[config.mk]
export PLATFORM = sky130hd
export DESIGN_NAME = motion_gated_light_alarm
export DESIGN_NICKNAME = d
export VERILOG_FILES = /design/src/hw/rtl/mgla_pkg.sv /design/src/hw/rtl/motion_gated_light_alarm.sv /design/src/hw/rtl/mgla_magnitude.sv
export SDC_FILE = /design/constraint.sdc
export NUM_CORES = 2
export LEC_CHECK = 0
export ABC_AREA = 1
export BUFFER_PORTS_ARGS = -buffer_cell sky130_fd_sc_hd__buf_2
export CORE_ASPECT_RATIO = 0.9
export CORE_MARGIN = 3
export CORE_UTILIZATION = 45
export CTS_CLUSTER_SIZE = 8
export DETAILED_ROUTE_END_ITERATION = 16
export PLACE_DENSITY = 0.63
export REMOVE_ABC_BUFFERS = 1
export SYNTH_ARGS = -nofsm -noshare
export SYNTH_HDL_FRONTEND = slang
export SYNTH_SLANG_ARGS = --single-unit
[constraint.sdc]
create_clock -name aclk -period 6.9 [get_ports aclk]
set_input_delay 0.69 -clock aclk [delete_from_list [all_inputs] [get_ports aclk]]
set_output_delay 0.69 -clock aclk [all_outputs]
set_load 0.005 [all_outputs]
[src/hw/rtl/mgla_pkg.sv]
`default_nettype none

package mgla_pkg;

    localparam int ACCEL_BITS = 16;
    localparam int LIGHT_BITS = 24;

    localparam int CFG_INDEX_W = 3;
    localparam int CFG_DATA_W  = 24;

    localparam logic [CFG_INDEX_W-1:0] REG_MOTION_THRESHOLD = 3'd0;
    localparam logic [CFG_INDEX_W-1:0] REG_LIGHT_THRESHOLD  = 3'd1;
    localparam logic [CFG_INDEX_W-1:0] REG_ACCEL_DIVIDER    = 3'd2;
    localparam logic [CFG_INDEX_W-1:0] REG_LIGHT_DIVIDER    = 3'd3;
    localparam logic [CFG_INDEX_W-1:0] REG_ON_TICKS         = 3'd4;
    localparam logic [CFG_INDEX_W-1:0] REG_OFF_TICKS        = 3'd5;
    localparam logic [CFG_INDEX_W-1:0] REG_TONE_FREQUENCY   = 3'd6;

    localparam logic [15:0] RST_MOTION_THRESHOLD = 16'd200;
    localparam logic [23:0] RST_LIGHT_THRESHOLD  = 24'd300;
    localparam logic [7:0]  RST_ACCEL_DIVIDER    = 8'd2;
    localparam logic [7:0]  RST_LIGHT_DIVIDER    = 8'd25;
    localparam logic [15:0] RST_ON_TICKS         = 16'd200;
    localparam logic [15:0] RST_OFF_TICKS        = 16'd400;
    localparam logic [15:0] RST_TONE_FREQUENCY   = 16'd3156;

    localparam logic [1:0] MODE_IDLE = 2'd0;
    localparam logic [1:0] MODE_ON   = 2'd1;
    localparam logic [1:0] MODE_OFF  = 2'd2;

    typedef struct packed {
        logic signed [ACCEL_BITS-1:0] accel_x;
        logic signed [ACCEL_BITS-1:0] accel_y;
        logic signed [ACCEL_BITS-1:0] accel_z;
        logic [LIGHT_BITS-1:0]        light_level;
    } mgla_in_t;

    typedef struct packed {
        logic        buzzer_on;
        logic [15:0] tone_hz;
        logic [1:0]  mode;
        logic        armed;
        logic [15:0] magnitude;
    } mgla_out_t;

endpackage

`default_nettype wire

[src/hw/rtl/motion_gated_light_alarm.sv]
// Motion-gated light alarm, one input request per sensor tick.
//
// s_ channel: one tick with three accelerometer axes and a light reading.
// m_ channel: one result per tick with buzzer state, tone, mode, armed flag
// and the last stored acceleration magnitude.
// cfg port: write cfg_data to register cfg_index when cfg_write_en is high;
// indexes beyond the register list are dropped.
//
// A tick that runs the motion check passes after acceptance through the
// shared squaring multiplier, the digit-by-digit square root, a register
// that hands the root over, and the state that updates the alarm.
// Any other tick goes straight to that update state. In that state the
// result is registered once the output register is free. s_ready stays low
// until the result is registered, so a new request is not accepted before
// the last one's result has been registered.
//
// Reset loads the register defaults and clears all alarm state.
// A finished result waits in the output register while the next request is
// accepted; that request completes only once the register has been taken.

`default_nettype none

module motion_gated_light_alarm
    import mgla_pkg::*;
(
    input  wire logic                   aclk,
    input  wire logic                   aresetn,
    input  wire logic                   s_valid,
    output logic                        s_ready,
    input  wire mgla_in_t               s_data,
    output logic                        m_valid,
    input  wire logic                   m_ready,
    output mgla_out_t                   m_data,
    input  wire logic                   cfg_write_en,
    input  wire logic [CFG_INDEX_W-1:0] cfg_index,
    input  wire logic [CFG_DATA_W-1:0]  cfg_data
);

    localparam int LT_W = (LIGHT_BITS > 24) ? LIGHT_BITS : 24;

    typedef enum logic [2:0] {
        ST_READY  = 3'b001,
        ST_ROOT   = 3'b010,
        ST_FINISH = 3'b100
    } seq_state_t;

    logic [15:0] motion_threshold_reg;
    logic [23:0] light_threshold_reg;
    logic [7:0]  accel_divider_reg;
    logic [7:0]  light_divider_reg;
    logic [15:0] on_ticks_reg;
    logic [15:0] off_ticks_reg;
    logic [15:0] tone_frequency_reg;

    seq_state_t            state_reg, state_next;
    logic [1:0]            mode_reg, mode_next;
    logic [7:0]            accel_phase_reg, accel_phase_next;
    logic [7:0]            light_phase_reg, light_phase_next;
    logic                  motion_flag_reg, motion_flag_next;
    logic [15:0]           last_mag_reg, last_mag_next;
    logic [LIGHT_BITS-1:0] last_light_reg, last_light_next;
    logic [15:0]           phase_timer_reg, phase_timer_next;
    logic                  m_valid_reg;
    mgla_out_t             m_data_reg, out_next;

    logic                  motion_run_reg;
    logic [LIGHT_BITS-1:0] light_in_reg;
    logic [15:0]           mag_in_reg;

    logic        in_accept, out_free, mag_start, mag_done;
    logic [15:0] mag_value;
    logic        run_motion;

    logic [15:0]           mag_diff;
    logic [LIGHT_BITS-1:0] light_rise, light_dist;
    logic [8:0]            accel_inc, light_inc;
    logic [15:0]           phase_len;
    logic [16:0]           timer_inc;
    logic                  trigger;

    assign s_ready    = (state_reg == ST_READY);
    assign in_accept  = s_valid && s_ready;
    assign out_free   = !m_valid_reg || m_ready;
    assign run_motion = (mode_reg == MODE_IDLE) && (accel_phase_reg == 8'd0) && !motion_flag_reg;
    assign mag_start  = in_accept && run_motion;

    mgla_magnitude #(
        .ACCEL_W(ACCEL_BITS)
    ) u_magnitude (
        .aclk     (aclk),
        .aresetn  (aresetn),
        .start    (mag_start),
        .axis_x   (s_data.accel_x),
        .axis_y   (s_data.accel_y),
        .axis_z   (s_data.accel_z),
        .done     (mag_done),
        .magnitude(mag_value)
    );

    always_ff @(posedge aclk) begin
        if (!aresetn) begin
            motion_threshold_reg <= RST_MOTION_THRESHOLD;
            light_threshold_reg  <= RST_LIGHT_THRESHOLD;
            accel_divider_reg    <= RST_ACCEL_DIVIDER;
            light_divider_reg    <= RST_LIGHT_DIVIDER;
            on_ticks_reg         <= RST_ON_TICKS;
            off_ticks_reg        <= RST_OFF_TICKS;
            tone_frequency_reg   <= RST_TONE_FREQUENCY;
        end else if (cfg_write_en) begin
            unique case (cfg_index)
                REG_MOTION_THRESHOLD: motion_threshold_reg <= cfg_data[15:0];
                REG_LIGHT_THRESHOLD:  light_threshold_reg  <= cfg_data[23:0];
                REG_ACCEL_DIVIDER:    accel_divider_reg    <= cfg_data[7:0];
                REG_LIGHT_DIVIDER:    light_divider_reg    <= cfg_data[7:0];
                REG_ON_TICKS:         on_ticks_reg         <= cfg_data[15:0];
                REG_OFF_TICKS:        off_ticks_reg        <= cfg_data[15:0];
                REG_TONE_FREQUENCY:   tone_frequency_reg   <= cfg_data[15:0];
                default: ;
            endcase
        end
    end

    always_comb begin
        state_next       = state_reg;
        mode_next        = mode_reg;
        accel_phase_next = accel_phase_reg;
        light_phase_next = light_phase_reg;
        motion_flag_next = motion_flag_reg;
        last_mag_next    = last_mag_reg;
        last_light_next  = last_light_reg;
        phase_timer_next = phase_timer_reg;
        trigger          = 1'b0;

        mag_diff   = (mag_in_reg >= last_mag_reg) ? (mag_in_reg - last_mag_reg)
                                                  : (last_mag_reg - mag_in_reg);
        light_rise = light_in_reg - last_light_reg;
        light_dist = (light_in_reg >= last_light_reg) ? (light_in_reg - last_light_reg)
                                                      : (last_light_reg - light_in_reg);
        accel_inc  = {1'b0, accel_phase_reg} + 9'd1;
        light_inc  = {1'b0, light_phase_reg} + 9'd1;
        phase_len  = (mode_reg == MODE_ON) ? on_ticks_reg : off_ticks_reg;
        timer_inc  = {1'b0, phase_timer_reg} + 17'd1;

        unique case (state_reg)
            ST_READY: begin
                if (in_accept) begin
                    state_next = run_motion ? ST_ROOT : ST_FINISH;
                end
            end
            ST_ROOT: begin
                if (mag_done) begin
                    state_next = ST_FINISH;
                end
            end
            ST_FINISH: begin
                if (out_free) begin
                    state_next = ST_READY;
                    if (mode_reg == MODE_IDLE) begin
                        if (motion_run_reg) begin
                            if (mag_diff > motion_threshold_reg) begin
                                motion_flag_next = 1'b1;
                            end
                            last_mag_next = mag_in_reg;
                        end
                        if ((light_phase_reg == 8'd0) && motion_flag_next) begin
                            trigger = (light_in_reg > last_light_reg) &&
                                      (LT_W'(light_rise) > LT_W'(light_threshold_reg));
                            last_light_next = light_in_reg;
                        end
                        accel_phase_next = (accel_inc >= {1'b0, accel_divider_reg}) ? 8'd0
                                                                                  : accel_inc[7:0];
                        light_phase_next = (light_inc >= {1'b0, light_divider_reg}) ? 8'd0
                                                                                  : light_inc[7:0];
                        if (trigger) begin
                            mode_next        = MODE_ON;
                            motion_flag_next = 1'b0;
                            phase_timer_next = 16'd0;
                        end
                    end else begin
                        if (timer_inc >= {1'b0, phase_len}) begin
                            phase_timer_next = 16'd0;
                            if (LT_W'(light_dist) > LT_W'(light_threshold_reg)) begin
                                mode_next       = MODE_IDLE;
                                last_light_next = '0;
                                last_mag_next   = 16'd0;
                            end else begin
                                mode_next = (mode_reg == MODE_ON) ? MODE_OFF : MODE_ON;
                            end
                        end else begin
                            phase_timer_next = timer_inc[15:0];
                        end
                    end
                end
            end
            default: state_next = ST_READY;
        endcase

        out_next.buzzer_on = (mode_next == MODE_ON);
        out_next.tone_hz   = (mode_next == MODE_ON) ? tone_frequency_reg : 16'd0;
        out_next.mode      = mode_next;
        out_next.armed     = motion_flag_next;
        out_next.magnitude = last_mag_next;
    end

    always_ff @(posedge aclk) begin
        if (!aresetn) begin
            state_reg       <= ST_READY;
            mode_reg        <= MODE_IDLE;
            accel_phase_reg <= 8'd0;
            light_phase_reg <= 8'd0;
            motion_flag_reg <= 1'b0;
            last_mag_reg    <= 16'd0;
            last_light_reg  <= '0;
            phase_timer_reg <= 16'd0;
            m_valid_reg     <= 1'b0;
        end else begin
            state_reg       <= state_next;
            mode_reg        <= mode_next;
            accel_phase_reg <= accel_phase_next;
            light_phase_reg <= light_phase_next;
            motion_flag_reg <= motion_flag_next;
            last_mag_reg    <= last_mag_next;
            last_light_reg  <= last_light_next;
            phase_timer_reg <= phase_timer_next;
            if ((state_reg == ST_FINISH) && out_free) begin
                m_valid_reg <= 1'b1;
            end else if (m_ready) begin
                m_valid_reg <= 1'b0;
            end
        end
    end

    always_ff @(posedge aclk) begin
        if (in_accept) begin
            motion_run_reg <= run_motion;
            light_in_reg   <= s_data.light_level;
        end
        if (mag_done) begin
            mag_in_reg <= mag_value;
        end
        if ((state_reg == ST_FINISH) && out_free) begin
            m_data_reg <= out_next;
        end
    end

    assign m_valid = m_valid_reg;
    assign m_data  = m_data_reg;

endmodule

`default_nettype wire

[src/hw/rtl/mgla_magnitude.sv]
`default_nettype none

module mgla_magnitude
    import mgla_pkg::*;
#(
    parameter int ACCEL_W = ACCEL_BITS
) (
    input  wire logic                      aclk,
    input  wire logic                      aresetn,
    input  wire logic                      start,
    input  wire logic signed [ACCEL_W-1:0] axis_x,
    input  wire logic signed [ACCEL_W-1:0] axis_y,
    input  wire logic signed [ACCEL_W-1:0] axis_z,
    output logic                           done,
    output logic [15:0]                    magnitude
);

    localparam int SUM_W  = 2 * ACCEL_W;
    localparam int REM_W  = ACCEL_W + 2;
    localparam int ITER_W = $clog2(ACCEL_W);
    localparam int CMP_W  = (ACCEL_W > 16) ? ACCEL_W : 16;

    typedef enum logic [2:0] {
        MS_IDLE   = 3'b001,
        MS_SQUARE = 3'b010,
        MS_ROOT   = 3'b100
    } mag_state_t;

    mag_state_t         state_reg, state_next;
    logic [1:0]         sq_cnt_reg, sq_cnt_next;
    logic [ITER_W-1:0]  it_cnt_reg, it_cnt_next;
    logic [ACCEL_W-1:0] op0_reg, op1_reg, op2_reg;
    logic [SUM_W-1:0]   prod_reg;
    logic [SUM_W-1:0]   acc_reg;
    logic [SUM_W-1:0]   n_reg;
    logic [REM_W-1:0]   rem_reg;
    logic [ACCEL_W-1:0] root_reg;
    logic               done_reg, done_next;
    logic [15:0]        mag_reg;

    logic [ACCEL_W-1:0] ux, uy, uz;
    logic [ACCEL_W-1:0] abs_x, abs_y, abs_z;
    logic [REM_W-1:0]   rem_shift, trial;
    logic               take;
    logic [ACCEL_W-1:0] root_step;
    logic [CMP_W-1:0]   root_wide;

    function automatic logic [ACCEL_W-1:0] abs_val(input logic [ACCEL_W-1:0] v);
        logic [ACCEL_W-1:0] neg;
        neg = (~v) + {{(ACCEL_W-1){1'b0}}, 1'b1};
        return v[ACCEL_W-1] ? neg : v;
    endfunction

    assign ux    = axis_x;
    assign uy    = axis_y;
    assign uz    = axis_z;
    assign abs_x = abs_val(ux);
    assign abs_y = abs_val(uy);
    assign abs_z = abs_val(uz);

    assign rem_shift = {rem_reg[REM_W-3:0], n_reg[SUM_W-1 -: 2]};
    assign trial     = {root_reg, 2'b01};
    assign take      = (rem_shift >= trial);
    assign root_step = {root_reg[ACCEL_W-2:0], take};
    assign root_wide = CMP_W'(root_step);

    always_comb begin
        state_next  = state_reg;
        sq_cnt_next = sq_cnt_reg;
        it_cnt_next = it_cnt_reg;
        done_next   = 1'b0;
        unique case (state_reg)
            MS_IDLE: begin
                if (start) begin
                    state_next  = MS_SQUARE;
                    sq_cnt_next = 2'd0;
                end
            end
            MS_SQUARE: begin
                sq_cnt_next = sq_cnt_reg + 2'd1;
                if (sq_cnt_reg == 2'd3) begin
                    state_next  = MS_ROOT;
                    it_cnt_next = ITER_W'(ACCEL_W - 1);
                end
            end
            MS_ROOT: begin
                it_cnt_next = it_cnt_reg - {{(ITER_W-1){1'b0}}, 1'b1};
                if (it_cnt_reg == '0) begin
                    state_next = MS_IDLE;
                    done_next  = 1'b1;
                end
            end
            default: state_next = MS_IDLE;
        endcase
    end

    always_ff @(posedge aclk) begin
        if (!aresetn) begin
            state_reg  <= MS_IDLE;
            sq_cnt_reg <= 2'd0;
            it_cnt_reg <= '0;
            done_reg   <= 1'b0;
        end else begin
            state_reg  <= state_next;
            sq_cnt_reg <= sq_cnt_next;
            it_cnt_reg <= it_cnt_next;
            done_reg   <= done_next;
        end
    end

    always_ff @(posedge aclk) begin
        unique case (state_reg)
            MS_IDLE: begin
                op0_reg <= abs_x;
                op1_reg <= abs_y;
                op2_reg <= abs_z;
                acc_reg <= '0;
            end
            MS_SQUARE: begin
                prod_reg <= op0_reg * op0_reg;
                op0_reg  <= op1_reg;
                op1_reg  <= op2_reg;
                if (sq_cnt_reg != 2'd0) begin
                    acc_reg <= acc_reg + prod_reg;
                end
                if (sq_cnt_reg == 2'd3) begin
                    n_reg    <= acc_reg + prod_reg;
                    rem_reg  <= '0;
                    root_reg <= '0;
                end
            end
            MS_ROOT: begin
                rem_reg  <= take ? (rem_shift - trial) : rem_shift;
                root_reg <= root_step;
                n_reg    <= {n_reg[SUM_W-3:0], 2'b00};
                if (it_cnt_reg == '0) begin
                    mag_reg <= (root_wide > CMP_W'(16'hFFFF)) ? 16'hFFFF : root_wide[15:0];
                end
            end
            default: ;
        endcase
    end

    assign done      = done_reg;
    assign magnitude = mag_reg;

endmodule

`default_nettype wire

==> impl_metrics.yaml <==
timing:
  rsz0062_at_grt: "false"
  clock.fmax_mhz: 156
  fin_crit_sh_pct: 92.9
  hold_viol_final: 0
  finalSetupViolations: 0
  layout_setup_ws_ns: 0.489
  drv_slew: 0
  finalCriticalPeriod_ns: 6.41
  fin_skew_ns: 0.0259
  slew_headroom_pct: 23.5
  tightest_slew_ns: 1.14
floorplanning:
  rows: 97
  die_w_um: 302
  die_area_sq_um: 82200
  fp.dieH_um: 272
  start_util_pct: 45.5
  io_pins: 142
  core-area_sq_um: 77900
finish:
  fill_cells: 7567
  area_growth_pct: 9.85
  drive_gt1_share_pct: 7.49
  largest_reg_flops: 36
  antennaDiodeCount: 0
  final_area_sq_um: 38900
  layout.cells.non_filler: 5538
  utilization_pct: 50.0
  nNetsFinal: 5068
  multiInputGateArea_sq_um: 19900
  regArea_sq_um: 11900
run_status:
  status: "completed"
clocking:
  clock-root-buffer: "clkbuf_16"
  ctsHtreeMaxLevel: 3
  cts_hold_buffers: 0
  cts_tree: "yes"
  cts_inserted_buffers: 68
  cts.sinks: 461
  clk_latency_ns: 0.61
  cts_buffer_depth: 3
  cts_setup_buffers: 0
  clk_pin_slew_ns: 0.05
  cts_resized: 0
detailed_routing:
  ant_nets: 0
  drt_wl_total_mm: 84.3
  vias: 27800
  post_drt_via_cell_ratio: 5.02
  drt_iter0_markers: 1842
  drtPass1Iterations: 5
  wire_per_inst_um: 15.2
  remaining_drc_errors: 0
synth:
  synth_flop_cell: "edfxtp_1"
  ys_types: 58
  postSynthCellCount: 4365
  synth.area.top_cells: "edfxtp_1 (23%), ha_1 (12%), dfxtp_1 (11%)"
  ys_ff_latch: 461
  synthTopCellsByCount: "inv_1 (797), nand2_1 (781), nor2_1 (385), a21oi_1 (360), ha_1 (333)"
  synth.cell_area_sq_um: 35500
  synth_mux_area_share_pct: 0.515
  synth_top_area_share_pct: 22.7
  synth_compound_area_share_pct: 12.6
  syn_avg_cell_area_sq_um: 8.12
  async_flop_share_pct: 0
  synth_area_leader_cell: "edfxtp_1"
  seq_area_frac_synth_pct: 33.6
  ys_warn_count: 0
  synthSimpleGateAreaFrac_pct: 17.1
  synth_adder_area_share_pct: 21.3
  synth_top_family_by_area: "adder cells"
  synthXorXnorAreaFrac_pct: 4.57
  synth_edf_count: 268
  synth_most_common_cell: "inv_1"
critical_path:
  end_kind: "flop"
  start_kind: "flop"
  crit_chain: "nand2_1, fa_1, inv_1, fa_1, inv_1, fa_1, inv_1, fa_1, fa_1, inv_1, fa_1, inv_1, ha_1, nand2_1, nor2_1, inv_1, o21ai_0, a21oi_1, o21ai_0, xor2_1"
  cp.required_ns: 7.23
  crit_path_max_incr_delay_ns: 0.78
  crit_type: "reg -> reg"
  arrival_ns: 6.74
  cp_max_fo: 16
  crit_path_top_delay_cell: "edfxtp_1"
placement:
  dp_cells: 5430
  gp_congestion: 0.935
  io_buffers: 141
  dpl_cell_area_sq_um: 37000
  dpl_worst_slack_ns: 0.559
  dp_hpwl_mm: 64.6
grt:
  grt_overflow_total: 0
  grt_max_degree: 85
  grt_usage_pct: 20.5
  grt_pass1_wl_mm: 137
  grt_antenna_before_repair: 0
  grt_pass1_vias: 26800
flow_run:
  maxCapViolCount: 0
worst_hold_path:
  hp-class: "in -> reg"
## cell families (layout without fill, tap and decap cells)
family          count (synthesis)  count (layout)
mux                            18              18
fa+ha+maj                     503             503
flops                         461             461
simple gates                 1437            1437
buf+inv                       937            1071
xor+xnor                      185             185
compound gates                824             824
## worst max-delay path, delay by kind of cell, from the launching register on
| family | cells | cell delay (ns) |
|---|---|---|
| AOI/OAI and AO/OA | 3 | 1.02 |
| xor gates and xnor gates | 1 | 0.10 |
| adders and majority gates | 7 | 3.48 |
| buffers and inverters | 6 | 0.29 |
| DFF | 1 | 0.78 |
| and+or+nand+nor | 3 | 0.46 |
## worst paths after layout
path                                           start                                  to  slack, ns  depth (start not counted)
setup reg to reg    u_magnitude.op0_reg[6]$_DFFE_PN_  u_magnitude.prod_reg[27]$_DFFE_PP_       0.49                         20
hold reg to reg   u_magnitude.magnitude[3]$_DFFE_PP_             mag_in_reg[3]$_DFFE_PP_       0.40                          0
hold / removal                            s_data[23]          light_in_reg[23]$_DFFE_PP_       0.25                          1
setup / recovery    u_magnitude.op0_reg[6]$_DFFE_PN_  u_magnitude.prod_reg[27]$_DFFE_PP_       0.49                         20
## cell usage in the layout (no fill, tap or decap), drive strengths merged, types with 14 or more instances in the layout
| master | Yosys | layout |
|---|---|---|
| xnor2 | 61 | 61 |
| nor2 | 406 | 406 |
| nand3 | 129 | 129 |
| mux2i | 16 | 16 |
| o211ai | 21 | 21 |
| o21ai | 338 | 338 |
| a21o | 17 | 17 |
| fa | 170 | 170 |
| inv | 802 | 808 |
| nand4 | 20 | 20 |
| dfxtp | 193 | 193 |
| a21oi | 371 | 371 |
| a31oi | 19 | 19 |
| edfxtp | 268 | 268 |
| o21bai | 14 | 14 |
| nand2 | 806 | 806 |
| nor3 | 45 | 45 |
| ha | 333 | 333 |
| buf | 33 | 161 |
| xor2 | 124 | 124 |
| clkbuf | 102 | 99 |
## through the flow
step           setup TNS (ns)  hold WS (ns)
2_1_floorplan         -201.64         0.400
3_3_place_gp                0         0.401
3_5_place_dp                0         0.405
4_1_cts                     0         0.213
5_1_grt                     0         0.229
6_report                    0         0.254
## metal layers
layer  up-vias  global-route usage, %  part of all wire (%)
met4         0                   5.46                   2.5
li1      14200                      -                     -
met5         -                      0                     0
met1     12900                   29.0                    48
met3       108                   2.93                   4.9
met2       553                   32.8                    45
## cell type report
class                           instances  area share (%)
Inverter                              802            7.74
Timing Repair Buffer                  161            2.20
Sequential cell                       461            30.6
Multi-Input combinational cell       2967            51.1
Tap cell                             1039            3.34
Clock inverter                          9           0.353
Clock buffer                           99            4.67
Power is not shown: default switching activity piles up to over one toggle a cycle in this logic, so the estimate is an artifact.
